--- config.mk ---
export PLATFORM = sky130hd
export DESIGN_NAME = daq_list_event_scheduler_top
export DESIGN_NICKNAME = d
export VERILOG_FILES = /design/src/sv/dles_pkg.sv /design/src/sv/daq_list_event_scheduler_top.sv /design/src/sv/dles_ctrl.sv /design/src/sv/dles_dp.sv
export SDC_FILE = /design/constraint.sdc
export NUM_CORES = 1
export LEC_CHECK = 0
export BUFFER_PORTS_ARGS = -buffer_cell sky130_fd_sc_hd__buf_2
export CAP_MARGIN = 25
export CORE_MARGIN = 4
export CORE_UTILIZATION = 45
export CTS_BUF_LIST = sky130_fd_sc_hd__clkbuf_4
export CTS_CLUSTER_DIAMETER = 40
export DETAILED_ROUTE_END_ITERATION = 16
export PLACE_DENSITY = 0.71
export SLEW_MARGIN = 0
export SYNTH_ARGS = -nofsm -noshare
export SYNTH_HDL_FRONTEND = slang
export SYNTH_SLANG_ARGS = --single-unit
--- constraint.sdc ---
create_clock -name clk -period 7.2 [get_ports clk]
set_input_delay 1.08 -clock clk [delete_from_list [all_inputs] [get_ports clk]]
set_output_delay 1.08 -clock clk [all_outputs]
set_load 0.03 [all_outputs]
--- src/sv/dles_pkg.sv ---
// Package: types, codes and constants shared by the DAQ list event scheduler.
package dles_pkg;

  localparam int DEF_MAX_LISTS = 4;
  localparam int DEF_MAX_ODTS  = 16;
  localparam int RES_CAP       = 64;
  localparam int K_W           = $clog2(RES_CAP + 1);
  localparam logic [7:0] PID_LIMIT = 8'hFC;
  localparam int MODE_STIM_BIT   = 1;
  localparam int MODE_STAMP_BIT  = 4;
  localparam int MODE_PIDOFF_BIT = 5;

  typedef enum logic [2:0] {
    FN_FREE        = 3'd0,
    FN_ALLOC_LISTS = 3'd1,
    FN_ALLOC_ODT   = 3'd2,
    FN_SET_MODE    = 3'd3,
    FN_START_STOP  = 3'd4,
    FN_SYNCH       = 3'd5,
    FN_TICK        = 3'd6,
    FN_RSVD        = 3'd7
  } func_t;

  localparam logic [7:0] SS_STOP   = 8'd0;
  localparam logic [7:0] SS_START  = 8'd1;
  localparam logic [7:0] SS_SELECT = 8'd2;
  localparam logic [7:0] SY_STOP_ALL   = 8'd0;
  localparam logic [7:0] SY_START_SEL  = 8'd1;
  localparam logic [7:0] SY_STOP_SEL   = 8'd2;
  localparam logic [7:0] SY_PREP_START = 8'd3;

  typedef struct packed {
    logic [2:0]  func;
    logic [7:0]  list_num;
    logic [7:0]  count;
    logic [7:0]  mode;
    logic [15:0] evt_chan;
    logic [7:0]  prescaler;
    logic [31:0] timestamp;
  } in_item_t;

  typedef struct packed {
    logic        status;
    logic        dto_valid;
    logic [1:0]  list_index;
    logic [3:0]  odt_index;
    logic [7:0]  pid;
    logic        pid_present;
    logic        timestamp_present;
    logic [31:0] stamp;
    logic [15:0] dto_count;
    logic        last;
  } out_item_t;

  typedef enum logic [2:0] {
    ST_IDLE, ST_EXEC, ST_RENUM, ST_SCAN, ST_EMIT, ST_FINISH
  } state_t;

  typedef struct packed {
    logic load_item;
    logic exec_cmd;
    logic renum_step;
    logic scan_step;
    logic emit_step;
    logic finish;
  } dp_cmd_t;

  typedef struct packed {
    logic is_tick;
    logic renum_needed;
    logic renum_last;
    logic scan_in_range;
    logic scan_emit;
    logic emit_last;
    logic slot_free;
    logic out_free;
  } dp_sts_t;

endpackage

--- src/sv/daq_list_event_scheduler_top.sv ---
// DAQ list event scheduler: one item at a time. A command item is executed
// and, when ODTs are allocated, followed by PID renumbering (which walks the
// lists one per cycle); it gives one result. A tick item scans the lists,
// visiting one list a cycle, and the emitter produces one descriptor a cycle
// while the output slot is free; output stalls hold up both kinds of item. The
// final result of each item has last set. A new item is taken once the
// previous one's final result is in the output register.
module daq_list_event_scheduler_top #(
  parameter int MAX_LISTS = dles_pkg::DEF_MAX_LISTS,
  parameter int MAX_ODTS  = dles_pkg::DEF_MAX_ODTS
) (
  input  logic                clk,
  input  logic                rst_n,
  input  logic                in_valid,
  output logic                in_stall,
  input  dles_pkg::in_item_t  in_data,
  output logic                out_valid,
  input  logic                out_stall,
  output dles_pkg::out_item_t out_data
);
  import dles_pkg::*;

  dp_cmd_t cmd;
  dp_sts_t sts;

  dles_ctrl u_ctrl (
    .clk      (clk),
    .rst_n    (rst_n),
    .in_valid (in_valid),
    .in_stall (in_stall),
    .sts      (sts),
    .cmd      (cmd)
  );

  dles_dp #(
    .MAX_LISTS (MAX_LISTS),
    .MAX_ODTS  (MAX_ODTS)
  ) u_dp (
    .clk       (clk),
    .rst_n     (rst_n),
    .in_data   (in_data),
    .out_stall (out_stall),
    .out_valid (out_valid),
    .out_data  (out_data),
    .cmd       (cmd),
    .sts       (sts)
  );

endmodule

--- src/sv/dles_ctrl.sv ---
// Controller: sequences command execution, PID renumbering and tick scans.
module dles_ctrl (
  input  logic              clk,
  input  logic              rst_n,
  input  logic              in_valid,
  output logic              in_stall,
  input  dles_pkg::dp_sts_t sts,
  output dles_pkg::dp_cmd_t cmd
);
  import dles_pkg::*;

  state_t state_r, state_nxt;

  // hold state
  always_ff @(posedge clk) begin
    if (!rst_n) begin
      state_r <= ST_IDLE;
    end else begin
      state_r <= state_nxt;
    end
  end

  // next state and datapath commands
  always_comb begin
    state_nxt = state_r;
    cmd       = '0;
    in_stall  = 1'b1;
    unique case (state_r)
      ST_IDLE: begin
        in_stall = 1'b0;
        if (in_valid) begin
          cmd.load_item = 1'b1;
          state_nxt     = ST_EXEC;
        end
      end
      ST_EXEC: begin
        if (sts.is_tick) begin
          state_nxt = ST_SCAN;
        end else begin
          cmd.exec_cmd = 1'b1;
          state_nxt    = sts.renum_needed ? ST_RENUM : ST_FINISH;
        end
      end
      ST_RENUM: begin
        cmd.renum_step = 1'b1;
        if (sts.renum_last) state_nxt = ST_FINISH;
      end
      ST_SCAN: begin
        if (!sts.scan_in_range) begin
          state_nxt = ST_FINISH;
        end else begin
          cmd.scan_step = 1'b1;
          if (sts.scan_emit) state_nxt = ST_EMIT;
        end
      end
      ST_EMIT: begin
        if (sts.slot_free) begin
          cmd.emit_step = 1'b1;
          if (sts.emit_last) state_nxt = ST_SCAN;
        end
      end
      ST_FINISH: begin
        if (sts.out_free) begin
          cmd.finish = 1'b1;
          state_nxt  = ST_IDLE;
        end
      end
      default: state_nxt = ST_IDLE;
    endcase
  end

endmodule

--- src/sv/dles_dp.sv ---
// Datapath: list table, counters, pending result and output register.
module dles_dp #(
  parameter int MAX_LISTS = dles_pkg::DEF_MAX_LISTS,
  parameter int MAX_ODTS  = dles_pkg::DEF_MAX_ODTS
) (
  input  logic                clk,
  input  logic                rst_n,
  input  dles_pkg::in_item_t  in_data,
  input  logic                out_stall,
  output logic                out_valid,
  output dles_pkg::out_item_t out_data,
  input  dles_pkg::dp_cmd_t   cmd,
  output dles_pkg::dp_sts_t   sts
);
  import dles_pkg::*;

  localparam int LIU_W = $clog2(MAX_LISTS + 1);
  localparam int LI_W  = (MAX_LISTS > 1) ? $clog2(MAX_LISTS) : 1;
  localparam int ODT_W = $clog2(MAX_ODTS + 1);

  logic [LIU_W-1:0] liu_r;
  logic             run_r  [MAX_LISTS];
  logic             sel_r  [MAX_LISTS];
  logic [ODT_W-1:0] odts_r [MAX_LISTS];
  logic [7:0]       fpid_r [MAX_LISTS];
  logic [7:0]       mode_r [MAX_LISTS];
  logic [15:0]      chan_r [MAX_LISTS];
  logic [7:0]       div_r  [MAX_LISTS];
  logic [7:0]       dcnt_r [MAX_LISTS];
  logic [15:0]      ctr_r;
  logic [LIU_W-1:0] i_r;
  logic [ODT_W-1:0] j_r;
  logic [K_W-1:0]   k_r;
  logic [7:0]       acc_r;
  in_item_t         item_r;
  out_item_t        pend_r;
  logic             pend_v_r;
  out_item_t        out_r;
  logic             out_v_r;

  logic [LI_W-1:0]  ln_idx, i_idx;
  logic             list_ok, cmd_ok, match, fire;
  logic [7:0]       dcnt_inc;
  logic [8:0]       renum_sum;
  logic [15:0]      ctr_inc;
  out_item_t        desc;
  out_item_t        cmd_res;
  out_item_t        fin_res;

  assign ln_idx  = item_r.list_num[LI_W-1:0];
  assign i_idx   = i_r[LI_W-1:0];
  assign list_ok = (item_r.list_num < 8'(liu_r));

  // accept check per command
  always_comb begin
    unique case (item_r.func)
      FN_FREE:        cmd_ok = 1'b1;
      FN_ALLOC_LISTS: cmd_ok = (item_r.count != 8'd0) && (item_r.count <= 8'(MAX_LISTS));
      FN_ALLOC_ODT:   cmd_ok = list_ok && (item_r.count != 8'd0) &&
                               (item_r.count <= 8'(MAX_ODTS));
      FN_SET_MODE:    cmd_ok = list_ok;
      FN_START_STOP:  cmd_ok = list_ok && (item_r.mode <= SS_SELECT);
      FN_SYNCH:       cmd_ok = (item_r.mode <= SY_PREP_START);
      default:        cmd_ok = 1'b0;
    endcase
  end

  // tick scan of list i
  assign match    = run_r[i_idx] && !mode_r[i_idx][MODE_STIM_BIT] &&
                    (chan_r[i_idx] == item_r.evt_chan);
  assign dcnt_inc = dcnt_r[i_idx] + 8'd1;
  assign fire     = match && (dcnt_inc >= div_r[i_idx]);
  assign renum_sum = {1'b0, acc_r} + 9'(odts_r[i_idx]);
  assign ctr_inc  = ctr_r + 16'd1;

  // descriptor for ODT j of list i
  always_comb begin
    desc                   = '0;
    desc.dto_valid         = 1'b1;
    desc.list_index        = 2'(i_r);
    desc.odt_index         = 4'(j_r);
    desc.pid               = fpid_r[i_idx] + 8'(j_r);
    desc.pid_present       = !mode_r[i_idx][MODE_PIDOFF_BIT];
    desc.timestamp_present = mode_r[i_idx][MODE_STAMP_BIT];
    desc.stamp             = item_r.timestamp;
    desc.dto_count         = ctr_inc;
  end

  // command result and final result of an item
  always_comb begin
    cmd_res        = '0;
    cmd_res.status = !cmd_ok;
    if (cmd_ok && item_r.func == FN_START_STOP) cmd_res.pid = fpid_r[ln_idx];
    fin_res        = pend_v_r ? pend_r : '0;
    fin_res.last   = 1'b1;
  end

  assign sts.is_tick       = (item_r.func == FN_TICK);
  assign sts.renum_needed  = cmd_ok && (item_r.func == FN_ALLOC_ODT);
  assign sts.renum_last    = (i_r == liu_r - LIU_W'(1));
  assign sts.scan_in_range = (i_r < liu_r);
  assign sts.scan_emit     = fire && (odts_r[i_idx] != '0) && (k_r < K_W'(RES_CAP));
  assign sts.emit_last     = (j_r == odts_r[i_idx] - ODT_W'(1)) ||
                             (k_r == K_W'(RES_CAP - 1));
  assign sts.out_free      = !out_v_r || !out_stall;
  assign sts.slot_free     = !pend_v_r || sts.out_free;

  assign out_valid = out_v_r;
  assign out_data  = out_r;

  always_ff @(posedge clk) begin
    if (!rst_n) begin
      liu_r    <= '0;
      ctr_r    <= '0;
      i_r      <= '0;
      j_r      <= '0;
      k_r      <= '0;
      acc_r    <= '0;
      pend_v_r <= 1'b0;
      out_v_r  <= 1'b0;
      for (int n = 0; n < MAX_LISTS; n++) begin
        run_r[n]  <= 1'b0;
        sel_r[n]  <= 1'b0;
        odts_r[n] <= '0;
        fpid_r[n] <= '0;
        mode_r[n] <= '0;
        chan_r[n] <= '0;
        div_r[n]  <= 8'd1;
        dcnt_r[n] <= '0;
      end
    end else begin
      // load the output register, or drop the output item once taken
      if (cmd.finish || (cmd.emit_step && pend_v_r)) out_v_r <= 1'b1;
      else if (out_v_r && !out_stall) out_v_r <= 1'b0;

      // capture the input item
      if (cmd.load_item) begin
        item_r   <= in_data;
        i_r      <= '0;
        k_r      <= '0;
        pend_v_r <= 1'b0;
      end

      // execute a command
      if (cmd.exec_cmd) begin
        pend_r   <= cmd_res;
        pend_v_r <= 1'b1;
        i_r      <= '0;
        acc_r    <= '0;
        if (cmd_ok) begin
          case (item_r.func)
            FN_FREE, FN_ALLOC_LISTS: begin
              liu_r <= (item_r.func == FN_FREE) ? '0 : LIU_W'(item_r.count);
              if (item_r.func == FN_FREE) ctr_r <= '0;
              for (int n = 0; n < MAX_LISTS; n++) begin
                run_r[n]  <= 1'b0;
                sel_r[n]  <= 1'b0;
                odts_r[n] <= '0;
                fpid_r[n] <= '0;
                mode_r[n] <= '0;
                chan_r[n] <= '0;
                div_r[n]  <= 8'd1;
                dcnt_r[n] <= '0;
              end
            end
            FN_ALLOC_ODT: odts_r[ln_idx] <= ODT_W'(item_r.count);
            FN_SET_MODE: begin
              mode_r[ln_idx] <= item_r.mode;
              chan_r[ln_idx] <= item_r.evt_chan;
              div_r[ln_idx]  <= (item_r.prescaler == 8'd0) ? 8'd1 : item_r.prescaler;
              dcnt_r[ln_idx] <= '0;
            end
            FN_START_STOP: begin
              if (item_r.mode == SS_STOP) begin
                run_r[ln_idx] <= 1'b0;
                sel_r[ln_idx] <= 1'b0;
              end else if (item_r.mode == SS_START) begin
                run_r[ln_idx]  <= 1'b1;
                sel_r[ln_idx]  <= 1'b0;
                dcnt_r[ln_idx] <= '0;
              end else begin
                sel_r[ln_idx] <= 1'b1;
              end
            end
            FN_SYNCH: begin
              for (int n = 0; n < MAX_LISTS; n++) begin
                if (LIU_W'(n) < liu_r) begin
                  if (item_r.mode == SY_STOP_ALL) begin
                    run_r[n] <= 1'b0;
                    sel_r[n] <= 1'b0;
                  end else if (item_r.mode == SY_START_SEL && sel_r[n]) begin
                    run_r[n]  <= 1'b1;
                    sel_r[n]  <= 1'b0;
                    dcnt_r[n] <= '0;
                  end else if (item_r.mode == SY_STOP_SEL && sel_r[n]) begin
                    run_r[n] <= 1'b0;
                    sel_r[n] <= 1'b0;
                  end
                end
              end
            end
            default: ;
          endcase
        end
      end

      // renumber first PIDs, one list a cycle
      if (cmd.renum_step) begin
        fpid_r[i_idx] <= acc_r;
        if (renum_sum <= {1'b0, PID_LIMIT}) acc_r <= renum_sum[7:0];
        i_r <= i_r + LIU_W'(1);
      end

      // advance the prescaler of list i, then start its ODTs or move to the next list
      if (cmd.scan_step) begin
        if (fire) dcnt_r[i_idx] <= '0;
        else if (match) dcnt_r[i_idx] <= dcnt_inc;
        if (sts.scan_emit) j_r <= '0;
        else i_r <= i_r + LIU_W'(1);
      end

      // emit one descriptor, pushing the previous one out
      if (cmd.emit_step) begin
        if (pend_v_r) out_r <= pend_r;
        pend_r   <= desc;
        pend_v_r <= 1'b1;
        ctr_r    <= ctr_inc;
        j_r      <= j_r + ODT_W'(1);
        k_r      <= k_r + K_W'(1);
        if (sts.emit_last) i_r <= i_r + LIU_W'(1);
      end

      // deliver the final item of this input
      if (cmd.finish) begin
        out_r    <= fin_res;
        pend_v_r <= 1'b0;
      end
    end
  end

endmodule

==> key figures <==
Status
  • Status: complete, no violations

Worst setup path
  • Critical Path AT: 5.42 ns
  • Worst R2R Path Depth: 13
  • CP peak stage delay: 0.95 ns
  • Crit path capture type: register
  • Register-to-Register Setup Slack: 2.50 ns
  • Crit Path Category: reg2reg
  • Crit path from: u_dp.i_r[0]
  • RR Endpoint: u_ctrl.state_r[1]
  • Most frequent cell on the critical path: ha_1
  • CP required: 7.92 ns
  • CP startpoint kind: register
  • Crit-path cells: mux4_2, ha_1, xnor2_1, inv_1, ha_1, o211ai_1, a2111oi_0, a2111oi_2, buf_4, a311oi_1, a21bo_2, and4_1, mux2i_1
  • Critical path's slowest cell: dfxtp_4
  • Crit path max fanout: 52
  • Reg2reg start: u_dp.i_r[0]
  • Crit path to: u_ctrl.state_r[1]

Synthesis
  • EDFF count, synth: 414
  • Sequential share of the synthesized area: 65.0%
  • Primary FF master, synth: edfxtp_1
  • Synth cell types: 81
  • Async set-reset flop share out of synthesis: 0%
  • Register bit total from synthesis: 465
  • Syn_nets: 1630
  • Syn Inst Count: 1506
  • Synth Warn #: 0
  • Mapped Avg Cell Area: 13.7 µm²
  • Post-synthesis cell area: 20700 µm²

Global routing
  • GR Util All Layers: 17.2%
  • Met2 Use GR: 28.9%
  • Initial antenna violation count: 2
  • Largest net degree at the start of global routing: 77
  • Met3 Use GR: 4.65%
  • Gr ovfl total: 0
  • Most Crowded Layer GR: met2
  • Vias in the first global route: 12900
  • Met1 Usage GRT: 21.9%
  • First-pass GRT wire length: 68.3 mm

Final layout
  • Nets@finish: 1848
  • Area Growth Syn to Fin: 14.6%
  • Proportion of layout cells with a drive suffix above 1: 24.2%
  • Final Util: 52.3%
  • Post-layout instance area: 23700 µm²
  • Layout Cells excl Fill: 2423

Routing
  • Drt wl/cell: 17.7 µm
  • Final wirelength: 42.8 mm
  • DRC violations left: 0
  • Via count: 12600
  • Routed Antenna Nets: 0
  • Vias per inst: 5.18
  • Starting DRT DRC Count: 806
  • DRT Pass-1 Iters: 5

CTS
  • Post-CTS setup buffer count: 0
  • Clock root cell: clkbuf_4
  • Post-CTS sizing: 0
  • Clk_lat worst skew: 0.84 ns
  • CTS tree: built
  • Hold_buf cts: 0
  • H-tree depth: 3
  • Clk slew on worst S/H paths: 0.07 ns
  • TritonCTS buffer count: 115
  • Clk buf depth: 3
  • CTS Sinks: 465

Placed design
  • GP Congestion: 0.878
  • Placed Cells: 2204
  • Post-place setup slack: 2.53 ns
  • Port bufs: 155
  • Post-DP Area: 22100 µm²
  • DP Wirelength: 29.1 mm

Floorplan
  • Cell Rows: 78
  • Die H: 222 µm
  • DIE AREA: 49500 µm²
  • I/O pin count: 156
  • Starting Density: 45.6%
  • Die W: 222 µm
  • Core area: 45400 µm²

STA
  • RSZ-0062 raised after global routing: false
  • Final setup fails: 0
  • Minimum clock period: 4.70 ns
  • Final hold vios: 0
  • Worst path setup slack after routing: 2.50 ns
  • Fmax: 0.213 GHz
  • Worst Skew: 0.0738 ns
  • Max Slew Vio Count: 0
  • Setup TNS: 0 ns
  • Final worst-path cycle share: 65.3%
  • Worst-Margin Slew: 1.02 ns
  • Slew margin rel.: 31.8%

Power
  • PD cells: 257 nW/µm²
  • Max IR drop VDD: 157 µV
  • Leakage power: 8.59 nW

Worst hold path
  • Hold Path Depth: 1
  • Hold Crit Class: in2reg

Run
  • Max Cap Viol: 0
## Yosys cell counts (4+ instances only)
cell / number / area (µm²)
a311oi_1: 4 / 35.0
mux2_2: 7 / 78.8
mux4_1: 11 / 289
nand4_1: 5 / 31.3
nor4_1: 11 / 68.8
nand2b_1: 15 / 93.8
o21a_1: 6 / 45.0
mux4_2: 40 / 901
buf_1: 5 / 18.8
a21o_1: 5 / 37.5
buf_2: 12 / 60.1
and3_1: 13 / 81.3
and2_1: 192 / 1200
xor2_1: 24 / 210
o2111ai_1: 4 / 35.0
clkbuf_1: 53 / 199
or3_1: 6 / 37.5
nor3b_1: 5 / 37.5
inv_1: 48 / 180
o211ai_1: 8 / 60.1
mux2i_1: 20 / 200
ha_1: 35 / 438
o22ai_1: 8 / 50.1
o21ai_0: 28 / 140
nand2_1: 63 / 236
edfxtp_1: 414 / 12400
nand3_1: 44 / 220
a31oi_1: 8 / 50.1
dfxtp_1: 51 / 1020
nor3_1: 30 / 150
a21oi_1: 44 / 220
nor2_1: 104 / 390
nor2b_1: 78 / 488
xnor2_1: 32 / 280
## cell families after synthesis
group / Yosys count / share of synthesized area (%)
AO/OA/AOI/OAI: 147 / 4.66
XOR/XNOR: 56 / 2.37
adder cells (fa/ha/maj): 39 / 2.41
buffers and inverters: 123 / 2.44
flip-flops: 465 / 65.0
multiplexers: 78 / 7.10
AND/OR/NAND/NOR: 598 / 16.0
## state kept, by name (all words and copies together), names as in the netlist, 4 cells and up, named ones only
name           flops
u_dp.ctr_r        16
u_dp.sel_r         4
u_dp.mode_r       12
u_dp.chan_r       64
u_dp.k_r           7
u_dp.run_r         4
u_dp.div_r        32
u_dp.pend_r       66
u_dp.item_r       51
u_dp.odts_r       20
u_dp.fpid_r       32
u_dp.out_data     67
u_dp.acc_r         8
u_dp.dcnt_r       32
u_dp.j_r           5
u_dp.desc         32
## metal layers
layer  routed length (µm)  vias to the layer above  part of all wire (%)
met2                21400                      346                    50
met4                  797                        0                   1.9
met3                 2660                       69                   6.2
li1                     -                     6042                     -
met5                    0                        -                     0
met1                18000                     6102                    42
## per-stage QoR
step                power [mW]  hold slack, ns
floorplan                 3.69           0.460
global placement          3.86           0.482
detailed placement        3.88           0.487
CTS                       6.17           0.311
global route              6.41           0.317
finish                    6.10           0.419
## layout by cell type, fill, tap and decap left out, drive strengths merged, types with 50 or more instances in the layout
cell type / instances
clkbuf: 180
nand2: 63
and2: 194
edfxtp: 414
dfxtp: 51
nor2: 106
inv: 50
nor2b: 78
mux4: 51
buf: 174
## worst min-delay path by stage
| stage | start | endpoint | slack, ns |
|---|---|---|---|
| 6_report | in_data[49] | u_dp.item_r[49] | 0.42 |
| 5_1_grt | in_data[54] | u_dp.item_r[54] | 0.32 |
| 4_1_cts | in_data[38] | u_dp.item_r[38] | 0.31 |
| 3_5_place_dp | u_dp.k_r[3] | u_dp.k_r[3] | 0.49 |
| 3_3_place_gp | u_dp.k_r[3] | u_dp.k_r[3] | 0.48 |
| 2_1_floorplan | u_dp.k_r[3] | u_dp.k_r[3] | 0.46 |
## critical path: cells and delay by family (launching register included)
family,cells,cell delay (ns)
fa+ha+maj,2,0.56
compound gates,5,1.27
xor+xnor,1,0.37
mux,2,0.88
buf+inv,2,0.29
simple gates,1,0.24
flops,1,0.95
## where the power goes
part           internal [mW]  switching, mW
registers               3.15         0.0997
logic                  0.205          0.367
clock network           1.24           1.03
## cell type report
class | count | area, µm²
Inverter | 50 | 189
Antenna cell | 3 | 7.51
Sequential cell | 465 | 13500
Multi-Input combinational cell | 918 | 6790
Clock buffer | 180 | 1350
Fill cell | 3837 | 21700
Timing Repair Buffer | 174 | 950
Clock inverter | 33 | 218
Tap cell | 600 | 751
Power figures use the tool's default switching activity.
